<file path="src/hdl/remote_parameter_access_client_core_assert.svh">
// ---------------------------------------------------------------------------
// remote parameter access client assertion macros
// concurrent check helpers shared by the client rtl
// ---------------------------------------------------------------------------
`ifndef REMOTE_PARAMETER_ACCESS_CLIENT_CORE_ASSERT_SVH
`define REMOTE_PARAMETER_ACCESS_CLIENT_CORE_ASSERT_SVH

// same-cycle implication, checked on every aclk edge outside reset
`define RPAC_ASSERT_NOW(label, ante, cons, msg) \
    label: assert property (@(posedge aclk) disable iff (!aresetn) (ante) |-> (cons)) \
        else $error(msg);

// next-cycle implication, checked on every aclk edge outside reset
`define RPAC_ASSERT_NEXT(label, ante, cons, msg) \
    label: assert property (@(posedge aclk) disable iff (!aresetn) (ante) |=> (cons)) \
        else $error(msg);

`endif

</file>
<file path="src/hdl/rpac_pkg.sv">
// ---------------------------------------------------------------------------
// rpac_pkg
// types, codes and constants of the remote parameter access client
// ---------------------------------------------------------------------------
package rpac_pkg;

    // frame descriptors and field masks
    localparam logic [15:0] DESC_REPLY = 16'h6265;
    localparam logic [15:0] DESC_WRITE = 16'h6205;
    localparam logic [15:0] DESC_QUERY = 16'h0E01;
    localparam logic [6:0]  ID_MASK    = 7'h7F;
    localparam logic [2:0]  LEN_QUERY  = 3'd1;
    localparam logic [2:0]  LEN_WRITE  = 3'd5;
    localparam logic [7:0]  ERR_BUSY   = 8'd1;

    // configuration port
    localparam int          APB_ADDR_W        = 4;
    localparam logic [1:0]  REG_ENTRY_INDEX   = 2'd0;
    localparam logic [1:0]  REG_ATTEMPT_LIMIT = 2'd1;
    localparam logic [1:0]  REG_REPLY_WAIT    = 2'd2;

    localparam logic [6:0]  ENTRY_INDEX_RST   = 7'd1;
    localparam logic [3:0]  ATTEMPT_LIMIT_RST = 4'd3;
    localparam logic [15:0] REPLY_WAIT_RST    = 16'd1000;

    // stream widths
    localparam int S_TDATA_W = 96;
    localparam int S_TUSER_W = 2;
    localparam int M_TDATA_W = 96;

    typedef enum logic [1:0] {
        CMD_READ  = 2'd0,
        CMD_WRITE = 2'd1,
        CMD_FRAME = 2'd2,
        CMD_TICK  = 2'd3
    } cmd_t;

    typedef enum logic [1:0] {
        ACT_NONE  = 2'd0,
        ACT_READ  = 2'd1,
        ACT_WRITE = 2'd2
    } act_t;

    typedef struct packed {
        logic [6:0]  entry_index;
        logic [3:0]  attempt_limit;
        logic [15:0] reply_wait_ticks;
    } cfg_t;

    typedef struct packed {
        cmd_t               command;
        logic               force_update;
        logic signed [31:0] write_value;
        logic [15:0]        rx_descriptor;
        logic [7:0]         rx_byte0;
        logic [7:0]         rx_byte1;
        logic [7:0]         rx_byte2;
        logic [7:0]         rx_byte3;
        logic [7:0]         rx_byte4;
    } item_t;

    typedef struct packed {
        act_t        activity;
        logic [3:0]  attempt_count;
        logic [15:0] wait_count;
        logic [31:0] pending_write;
        logic [31:0] held_value;
        logic        held_valid;
        logic        force_flag;
    } state_t;

    typedef struct packed {
        logic               tx_valid;
        logic [15:0]        tx_descriptor;
        logic [2:0]         tx_length;
        logic [7:0]         tx_byte0;
        logic [7:0]         tx_byte1;
        logic [7:0]         tx_byte2;
        logic [7:0]         tx_byte3;
        logic [7:0]         tx_byte4;
        logic               updated;
        logic signed [31:0] current_value;
        logic               current_valid;
        act_t               pending;
    } result_t;

endpackage

</file>
<file path="src/hdl/rpac_step.sv">
// ---------------------------------------------------------------------------
// rpac_step
// next-state and result logic for one beat of the parameter client
// ---------------------------------------------------------------------------
module rpac_step (
    input  rpac_pkg::cfg_t    cfg_i,
    input  rpac_pkg::state_t  state_i,
    input  rpac_pkg::item_t   item_i,
    output rpac_pkg::state_t  state_o,
    output rpac_pkg::result_t result_o
);
    import rpac_pkg::*;

    logic        frame_match;
    logic        rpt_req;
    logic        rpt_valid;
    logic        rpt_fire;
    logic [31:0] rpt_value;
    act_t        send_kind;
    state_t      nxt;
    result_t     res;

    assign frame_match = (item_i.rx_descriptor == DESC_REPLY)
                      && (item_i.rx_byte0[6:0] == (cfg_i.entry_index & ID_MASK));

    always_comb begin
        nxt       = state_i;
        send_kind = ACT_NONE;
        rpt_req   = 1'b0;
        rpt_valid = 1'b0;
        rpt_value = state_i.held_value;

        unique case (item_i.command)
            CMD_READ: begin
                nxt.force_flag    = item_i.force_update;
                nxt.activity      = ACT_READ;
                nxt.attempt_count = 4'd1;
                nxt.wait_count    = cfg_i.reply_wait_ticks;
                send_kind         = ACT_READ;
            end
            CMD_WRITE: begin
                nxt.force_flag    = 1'b1;
                nxt.pending_write = $unsigned(item_i.write_value);
                nxt.activity      = ACT_WRITE;
                nxt.attempt_count = 4'd1;
                nxt.wait_count    = cfg_i.reply_wait_ticks;
                send_kind         = ACT_WRITE;
            end
            CMD_FRAME: begin
                if (frame_match) begin
                    nxt.activity      = ACT_NONE;
                    nxt.attempt_count = 4'd0;
                    nxt.wait_count    = 16'd0;
                    if (item_i.rx_byte0[7]) begin
                        if (item_i.rx_byte1 == ERR_BUSY) begin
                            // busy: restart whatever was running, if anything
                            if (state_i.activity != ACT_NONE) begin
                                nxt.activity      = state_i.activity;
                                nxt.attempt_count = 4'd1;
                                nxt.wait_count    = cfg_i.reply_wait_ticks;
                                send_kind         = state_i.activity;
                            end
                        end else begin
                            rpt_req = 1'b1;
                        end
                    end else begin
                        rpt_req   = 1'b1;
                        rpt_valid = 1'b1;
                        rpt_value = {item_i.rx_byte1, item_i.rx_byte2,
                                     item_i.rx_byte3, item_i.rx_byte4};
                    end
                end
            end
            CMD_TICK: begin
                if (state_i.activity != ACT_NONE) begin
                    if (state_i.wait_count > 16'd1) begin
                        nxt.wait_count = state_i.wait_count - 16'd1;
                    end else if (state_i.attempt_count < cfg_i.attempt_limit) begin
                        nxt.attempt_count = state_i.attempt_count + 4'd1;
                        nxt.wait_count    = cfg_i.reply_wait_ticks;
                        send_kind         = state_i.activity;
                    end else begin
                        nxt.activity      = ACT_NONE;
                        nxt.attempt_count = 4'd0;
                        nxt.wait_count    = 16'd0;
                        rpt_req           = 1'b1;
                    end
                end
            end
            default: ;
        endcase

        // report only on change or when forced
        rpt_fire = rpt_req && ((rpt_value != nxt.held_value)
                            || (rpt_valid != nxt.held_valid)
                            || nxt.force_flag);
        if (rpt_fire) begin
            nxt.force_flag = 1'b0;
            nxt.held_value = rpt_value;
            nxt.held_valid = rpt_valid;
        end

        res = '0;
        unique case (send_kind)
            ACT_READ: begin
                res.tx_valid      = 1'b1;
                res.tx_descriptor = DESC_QUERY;
                res.tx_length     = LEN_QUERY;
                res.tx_byte0      = {1'b0, cfg_i.entry_index & ID_MASK};
            end
            ACT_WRITE: begin
                res.tx_valid      = 1'b1;
                res.tx_descriptor = DESC_WRITE;
                res.tx_length     = LEN_WRITE;
                res.tx_byte0      = {1'b0, cfg_i.entry_index & ID_MASK};
                res.tx_byte1      = nxt.pending_write[31:24];
                res.tx_byte2      = nxt.pending_write[23:16];
                res.tx_byte3      = nxt.pending_write[15:8];
                res.tx_byte4      = nxt.pending_write[7:0];
            end
            default: ;
        endcase
        res.updated       = rpt_fire;
        res.current_value = $signed(nxt.held_value);
        res.current_valid = nxt.held_valid;
        res.pending       = nxt.activity;
    end

    assign state_o  = nxt;
    assign result_o = res;

endmodule

</file>
<file path="src/hdl/remote_parameter_access_client_core.sv">
// ---------------------------------------------------------------------------
// remote_parameter_access_client_core
// client for one remote parameter on a frame bus: query and write frames,
// reply wait with resend, value and validity reporting
// ---------------------------------------------------------------------------
//
//  channel   direction  protocol  contents
//  s_axis    in         stream    command (tuser), request and received frame
//  m_axis    out        stream    frame to send, report, held value, activity
//  apb       in/out     apb       entry_index, attempt_limit, reply_wait_ticks
//
//  one beat per cycle sustained while m_axis_tready is high; every input beat gives exactly one result beat
//  a beat passes the input register, then the step logic into the result reg
//  the client state register is updated in the same edge that loads the result
//  m_axis_tready low holds the result; the input register still takes one beat,
//  then s_axis_tready drops until the result moves
//  aresetn (synchronous) restores register defaults and clears activity and value
//
`include "remote_parameter_access_client_core_assert.svh"

module remote_parameter_access_client_core (
    input  logic                               aclk,
    input  logic                               aresetn,
    // input stream
    input  logic                               s_axis_tvalid,
    output logic                               s_axis_tready,
    // [0] force_update, [32:1] write_value, [48:33] rx_descriptor,
    // [56:49] rx_byte0, [64:57] rx_byte1, [72:65] rx_byte2,
    // [80:73] rx_byte3, [88:81] rx_byte4, [95:89] zero
    input  logic [rpac_pkg::S_TDATA_W-1:0]     s_axis_tdata,
    // [1:0] command
    input  logic [rpac_pkg::S_TUSER_W-1:0]     s_axis_tuser,
    // result stream
    output logic                               m_axis_tvalid,
    input  logic                               m_axis_tready,
    // [0] tx_valid, [16:1] tx_descriptor, [19:17] tx_length,
    // [27:20] tx_byte0, [35:28] tx_byte1, [43:36] tx_byte2,
    // [51:44] tx_byte3, [59:52] tx_byte4, [60] updated,
    // [92:61] current_value, [93] current_valid, [95:94] pending
    output logic [rpac_pkg::M_TDATA_W-1:0]     m_axis_tdata,
    // configuration port
    input  logic                               psel,
    input  logic                               penable,
    input  logic                               pwrite,
    input  logic [rpac_pkg::APB_ADDR_W-1:0]    paddr,
    input  logic [31:0]                        pwdata,
    output logic [31:0]                        prdata,
    output logic                               pready
);
    import rpac_pkg::*;

    // configuration registers
    cfg_t        cfg_reg;
    cfg_t        cfg_next;
    logic        cfg_write;
    logic [1:0]  cfg_sel;

    // input stage
    logic        in_valid_reg;
    logic        in_valid_next;
    item_t       in_item_reg;
    item_t       in_item_next;
    logic        s_accept;

    // client state
    state_t      state_reg;
    state_t      state_next;
    state_t      step_state;
    result_t     step_result;

    // result stage
    logic        out_valid_reg;
    logic        out_valid_next;
    result_t     out_result_reg;
    result_t     out_result_next;
    logic        advance;

    // ---------------- configuration port ----------------
    assign pready    = 1'b1;
    assign cfg_sel   = paddr[APB_ADDR_W-1:2];
    assign cfg_write = psel && penable && pwrite && pready;

    always_comb begin
        cfg_next = cfg_reg;
        if (cfg_write) begin
            unique case (cfg_sel)
                REG_ENTRY_INDEX:   cfg_next.entry_index      = pwdata[6:0];
                REG_ATTEMPT_LIMIT: cfg_next.attempt_limit    = pwdata[3:0];
                REG_REPLY_WAIT:    cfg_next.reply_wait_ticks = pwdata[15:0];
                default: ;  // writes past the register list are dropped
            endcase
        end
    end

    always_comb begin
        unique case (cfg_sel)
            REG_ENTRY_INDEX:   prdata = {25'd0, cfg_reg.entry_index};
            REG_ATTEMPT_LIMIT: prdata = {28'd0, cfg_reg.attempt_limit};
            REG_REPLY_WAIT:    prdata = {16'd0, cfg_reg.reply_wait_ticks};
            default:           prdata = 32'd0;
        endcase
    end

    always_ff @(posedge aclk) begin
        if (!aresetn) begin
            cfg_reg.entry_index      <= ENTRY_INDEX_RST;
            cfg_reg.attempt_limit    <= ATTEMPT_LIMIT_RST;
            cfg_reg.reply_wait_ticks <= REPLY_WAIT_RST;
        end else begin
            cfg_reg <= cfg_next;
        end
    end

    // ---------------- handshake and stage control ----------------
    // the step fires when the input register holds a beat and the result
    // register is free or being drained this cycle
    assign advance       = in_valid_reg && (!out_valid_reg || m_axis_tready);
    assign s_axis_tready = !in_valid_reg || advance;
    assign s_accept      = s_axis_tvalid && s_axis_tready;

    assign in_valid_next  = s_accept || (in_valid_reg && !advance);
    assign out_valid_next = advance || (out_valid_reg && !m_axis_tready);

    // unpack the input beat
    always_comb begin
        in_item_next               = in_item_reg;
        if (s_accept) begin
            in_item_next.command       = cmd_t'(s_axis_tuser[1:0]);
            in_item_next.force_update  = s_axis_tdata[0];
            in_item_next.write_value   = $signed(s_axis_tdata[32:1]);
            in_item_next.rx_descriptor = s_axis_tdata[48:33];
            in_item_next.rx_byte0      = s_axis_tdata[56:49];
            in_item_next.rx_byte1      = s_axis_tdata[64:57];
            in_item_next.rx_byte2      = s_axis_tdata[72:65];
            in_item_next.rx_byte3      = s_axis_tdata[80:73];
            in_item_next.rx_byte4      = s_axis_tdata[88:81];
        end
    end

    // ---------------- step logic ----------------
    rpac_step u_step (
        .cfg_i    (cfg_reg),
        .state_i  (state_reg),
        .item_i   (in_item_reg),
        .state_o  (step_state),
        .result_o (step_result)
    );

    assign state_next      = advance ? step_state : state_reg;
    assign out_result_next = advance ? step_result : out_result_reg;

    // ---------------- registers ----------------
    always_ff @(posedge aclk) begin
        if (!aresetn) begin
            in_valid_reg  <= 1'b0;
            out_valid_reg <= 1'b0;
            state_reg     <= '{activity: ACT_NONE, attempt_count: 4'd0,
                               wait_count: 16'd0, pending_write: 32'd0,
                               held_value: 32'd0, held_valid: 1'b0,
                               force_flag: 1'b0};
        end else begin
            in_valid_reg  <= in_valid_next;
            out_valid_reg <= out_valid_next;
            state_reg     <= state_next;
        end
    end

    // payload only, no reset needed
    always_ff @(posedge aclk) begin
        in_item_reg    <= in_item_next;
        out_result_reg <= out_result_next;
    end

    // ---------------- result beat ----------------
    assign m_axis_tvalid = out_valid_reg;
    assign m_axis_tdata  = {out_result_reg.pending,
                            out_result_reg.current_valid,
                            out_result_reg.current_value,
                            out_result_reg.updated,
                            out_result_reg.tx_byte4,
                            out_result_reg.tx_byte3,
                            out_result_reg.tx_byte2,
                            out_result_reg.tx_byte1,
                            out_result_reg.tx_byte0,
                            out_result_reg.tx_length,
                            out_result_reg.tx_descriptor,
                            out_result_reg.tx_valid};

    // ---------------- checks ----------------
    // an idle client keeps no attempt count and no running timer
    `RPAC_ASSERT_NOW(a_idle_clean, state_reg.activity == ACT_NONE, state_reg.attempt_count == 4'd0 && state_reg.wait_count == 16'd0, "idle client holds attempt or wait count")
    // a running request has made at least one transmission
    `RPAC_ASSERT_NOW(a_active_attempted, state_reg.activity != ACT_NONE, state_reg.attempt_count != 4'd0, "active request with zero attempts")
    // a frame sent always leaves a request waiting for its reply
    `RPAC_ASSERT_NOW(a_tx_leaves_pending, out_valid_reg && out_result_reg.tx_valid, out_result_reg.pending != ACT_NONE, "frame sent with no request pending")
    // a held input beat is not dropped while the result side stalls
    `RPAC_ASSERT_NEXT(a_input_held, in_valid_reg && !advance, in_valid_reg, "input beat lost during stall")

endmodule
</file>
<file path="config.mk">
export PLATFORM = sky130hd
export DESIGN_NAME = remote_parameter_access_client_core
export DESIGN_NICKNAME = d
export VERILOG_FILES = /design/src/hdl/rpac_pkg.sv /design/src/hdl/rpac_step.sv /design/src/hdl/remote_parameter_access_client_core.sv
export VERILOG_INCLUDE_DIRS = /design/src /design/src/hdl
export SDC_FILE = /design/constraint.sdc
export NUM_CORES = 1
export LEC_CHECK = 0
export BUFFER_PORTS_ARGS = -buffer_cell sky130_fd_sc_hd__buf_4
export CAP_MARGIN = 10
export CORE_UTILIZATION = 25
export DETAILED_ROUTE_END_ITERATION = 6
export PLACE_DENSITY = 0.53
export SYNTH_ARGS = -nofsm -noshare
export SYNTH_HDL_FRONTEND = slang
export SYNTH_HIERARCHICAL = 1
export SYNTH_SLANG_ARGS = --single-unit
</file>
<file path="constraint.sdc">
create_clock -name aclk -period 10.6 [get_ports aclk]
set_input_delay 0 -clock aclk [delete_from_list [all_inputs] [get_ports aclk]]
set_output_delay 0 -clock aclk [all_outputs]
set_load 0.005 [all_outputs]
</file>
# == Word level (Yosys, flattened, before mapping) ==
# Index checks and enable logic that the tools add are counted.
# W data, S select, Z words.
# classes
reduce_logical,26
addsub,2
n_lt_le_gt_ge,2
muxes,35
n_eq_ne,15
# ops
op,count
$mux W32,4
$mux W22,5
$pmux W22 S4,1
$pmux W28 S2,1
$pmux W16 S3,1
$mux W34,1
$ne A32 B32 Y1,1
$mux W20,1
$eq A16 B15 Y1 const B,1
$gt A16 B1 Y1 const B,1
$mux W16,1
$sub A16 B1 Y16 const B,1
$mux W2,7
$mux W1,9
$eq A2 B2 Y1 const B,4
$eq A8 B1 Y1 const B,1
$logic_and A1 B1 Y1,8
$pmux W2 S4,1
$eq A7 B7 Y1,1
$eq A2 B1 Y1 const B,3
$logic_or A1 B1 Y1,6
$mux W6,1
$reduce_and A2 Y1,3
$add A4 B1 Y4 const B,1
10 further kinds,16
# totals
elab_cells,113
inputBits,141
output_inout_bits,131
ff_bits,304

# == Depth between registers and ports, before layout ==
# depth
word_depth,9
ltp_mapped,14
mapped_depth_nobuf,12

# == Hierarchy ==
# The synthesis kept the hierarchy.
# by_module_without_submodules
module,instances,seq_area_each_um2,cells_each,area_each_um2
remote_parameter_access_client_core,1,7957.6,765,10392.5
rpac_step,1,0.0,481,3499.6

# == Worst setup path before layout ==
# Ideal clock, no wire load.
# synth_timing
kind,register -> register
start,register in_valid_reg
end,register out_result_reg (netlist bit m_axis_tdata[0]) (enable)
setup_time_ps,552
synth_period_minus_slack_ps,5404
t_required_ps,10048
t_arrival_ps,4852
setup_slack_ps,5196
path_buffers,2
stages_incl_launch_ff,5
cell_sequence,dfxtp_1 -> buf_2 -> clkinv_1 -> clkbuf_1 -> nor2_1
# synth_between
elab_chain_len,1
# synth_lines
item,line_no,text
"start, declared",remote_parameter_access_client_core.sv:59,logic in_valid_reg;
"start signal, assigned",remote_parameter_access_client_core.sv:162,in_valid_reg <= in_valid_next;
$logic_and A1 B1 Y1,remote_parameter_access_client_core.sv:117,assign advance = in_valid_reg && (!out_valid_reg || m_axis_tready);
via advance,remote_parameter_access_client_core.sv:76,logic advance;
"end signal, assigned",remote_parameter_access_client_core.sv:171,out_result_reg <= out_result_next;
"end, declared",remote_parameter_access_client_core.sv:74,result_t out_result_reg;
# The timed path passes the listed nets, and every way through them passes these cells.
# A chain may end at the register's enable or synchronous reset.

# == Worst setup path in the final report ==
# layout_timing
start,register state_reg[66] (netlist name)
end,"register out_result_reg (netlist bit m_axis_tdata[49]), data pin"
# layout_between
elab_chain_len,5
# layout_lines
item,line_no,text
"start, declared",remote_parameter_access_client_core.sv:66,state_t state_reg;
"start signal, assigned",remote_parameter_access_client_core.sv:157,"state_reg <= '{activity: ACT_NONE, attempt_count: 4'd0,"
"start signal, assigned",remote_parameter_access_client_core.sv:164,state_reg <= state_next;
$gt A16 B1 Y1,rpac_step.sv:76,if (state_i.wait_count > 16'd1) begin
$mux W2,rpac_step.sv:76,
$mux W2,rpac_step.sv:75,if (state_i.activity != ACT_NONE) begin
$pmux W2 S4,rpac_step.sv:33,unique case (item_i.command)
$eq A2 B2 Y1,rpac_step.sv:104,unique case (send_kind)
# Every way passes these cells.

==> metrics.txt <==
non-filler instance count after layout=2310; DRC errors left=0; Post-DRT Antenna Nets=0; Final Hold Viols=0; pin count of the biggest net entering global routing=90; drt first pass iters=5; Ports=272; synth warn=6; Post-Syn Area=0.0139 mm2; Worst Path Class, Setup=flop to flop; via count=10628; Final setup viols=0; commonest non-fill, non-tap cell in the layout=buf_4; Clk network pwr share=44.9%; Async SR Flop Fraction=0%; CP max stage delay=600 ps; layout cells sized above 1=25.3%; CP Cell Sequence=inv_1 > ha_1 > or2_2 > nor4b_1 > and2_1 > nand2_1 > o21ai_0 > a32o_1 > ha_1 > buf_4 > and2_1; CTS-repair resized insts=0; synthesized instance count=1246; crit path time final=3630 ps; Max Cap Viol=0; Cell Pwr Density=158 mW/mm2; Relative slew margins=23.1%; switch share=23.8%; core area=0.0550 mm2; clk slew on worst S/H paths=60 ps; CTS root buf=clkbuf_16; RSZ-0062 raised after global routing=false; total gr overflow=0; htree depth=2; Setup Skew=17.3 ps; placed cells=2105; total setup buffers inserted after CTS=0; P_leak=0.00674 uW; Main synth FF type=edfxtp_1; Worst Setup End Kind=flop; gr usage total=14.3%; Slew @ Worst Pin=1150 ps; total routed wirelength=41.0 mm; CTS tree=done; startpoint types=flop; Finished Core Util=33.6%; post-synthesis sequential area ratio=57.3%; Layout Nets=1682; Seq cells post-synth=304; Die Wd=238 um; number of enable flip-flop cells after synthesis=187; fmax=276 MHz; distinct cell type count after synthesis=72; commonest cells after routing, fill and taps aside=245 x buf_4, 187 x edfxtp_1, 135 x dlygate4sd3_1; synth-to-layout area growth=33.1%; Iteration-0 DRC Markers=651; worst-case hold slack=69.6 ps; CTS buffer count=38; first-pass GRT wire length=62.3 mm; Setup TNS=0 ps; die height=238 um; CTS max path bufs=3; # clock sinks=304; HP Class=primary input to flop; Port Buffer Count=229; detailed-placement wirelength estimate=24.8 mm; GPL Wtd Cong=0.845; outcome=finished clean; Internal Power=2230 uW; Peak VDD IR=0.0953 mV; Tot Pwr=2920 uW; Net Sw Power=695 uW; WP data required=11010 ps; CP max stage cell=nor4b_1; Rows=86; Final Max Slew Viols=0; clock latency on the worst-skew pair=540 ps; vias in the first global route=10697; Gate power share=9.4%; initial antenna violation count=1; vias per cell=4.60; die area=0.0565 mm2; Reg power frac=45.7%; Worst Path Max Fanout=36; Tcrit/Tclk final=34.2%; max reg flops=96; DR WL/cell=17.7 um; Crit path arrival time=4040 ps; Starting Density=25.3%; Synth Area per Inst=11.1 um2
==> through the flow <==
stage / cell area (um2) / setup slack (ps)
final: 18500 / 6970
after global routing: 18500 / 6600
after CTS: 18500 / 6800
after detailed placement: 15900 / 6830
after global placement: 15900 / 6900
after floorplan: 14000 / 5200
==> power by group through the flow <==
stage / logic [uW] / registers, uW / clock network (uW)
final: 276 / 1330 / 1310
after CTS: 278 / 1330 / 1360
after global placement: 239 / 1360 / 0
after detailed placement: 241 / 1360 / 0
after floorplan: 140 / 1350 / 0
after global routing: 299 / 1340 / 1400
==> worst max-delay path, delay by kind of cell (launching register included) <==
family / cells / cell delay (ps)
AO/OA/AOI/OAI: 2 / 500
flip-flops: 1 / 390
AND/OR/NAND/NOR: 5 / 1500
adder cells (fa/ha/maj): 2 / 590
buffers and inverters: 2 / 490
==> worst paths after layout <==
check | start | endpoint | slack (ps) | cells past startpoint
setup reg to reg | state_reg[66]$_SDFFE_PN0P_ | m_axis_tdata[49]$_DFFE_PP_ | 6970 | 11
hold reg to reg | state_reg[63]$_SDFFE_PN0P_ | state_reg[63]$_SDFFE_PN0P_ | 470 | 2
setup / recovery | state_reg[66]$_SDFFE_PN0P_ | m_axis_tdata[49]$_DFFE_PP_ | 6970 | 11
hold / removal | paddr[2] | cfg_reg[20]$_SDFFE_PN1P_ | 70 | 4
==> logic make-up after synthesis <==
logic type,Yosys count,synth area share (%)
AOI/OAI and AO/OA,283,11.9
buffers and inverters,179,7.25
DFF,304,57.3
adders and majority gates,9,0.811
muxes,92,7.20
other,3,0.0811
and+or+nand+nor,339,13.1
xor gates and xnor gates,37,2.33
==> cell usage after synthesis (13+ instances only) <==
cell type / instances / share of area (%)
nand2_1: 65 / 1.8
nor2_1: 33 / 0.89
a21oi_1: 105 / 3.8
clkbuf_1: 62 / 1.7
buf_2: 13 / 0.47
mux2_2: 63 / 5.1
mux2i_1: 29 / 2.1
dfxtp_1: 117 / 17
nand3_1: 103 / 3.7
buf_4: 75 / 4.1
and2_1: 54 / 2.4
inv_1: 18 / 0.49
xnor2_1: 35 / 2.2
o21ai_0: 106 / 3.8
nand4_1: 18 / 0.81
edfxtp_1: 187 / 40
==> final cells by class <==
cell class / count / area [um2]
well taps: 748 / 936
clock buffers: 46 / 1030
clock inverters: 23 / 233
flip-flops and latches: 304 / 7960
diodes: 1 / 2.50
repair buffers: 380 / 3190
multi-input cells: 788 / 5060
inverters: 20 / 76.3
fillers: 5530 / 36500
==> routing by layer <==
layer  vias up  routed length, um  track usage (%)
met2       281              20200             24.6
met4         0                825             4.01
met1      5251              18200             18.1
li1       5039                  -                -
met3        57               1770             2.68
met5         -                  0                0
==> what timing repair did <==
item | 4_1_cts | 5_1_grt
setup endpoints to repair | 0 | 0
endpoints found under the hold margin | 124 | 0
hold buffers | 135 | 0
No activity file was read; power rests on OpenSTA's default activity.
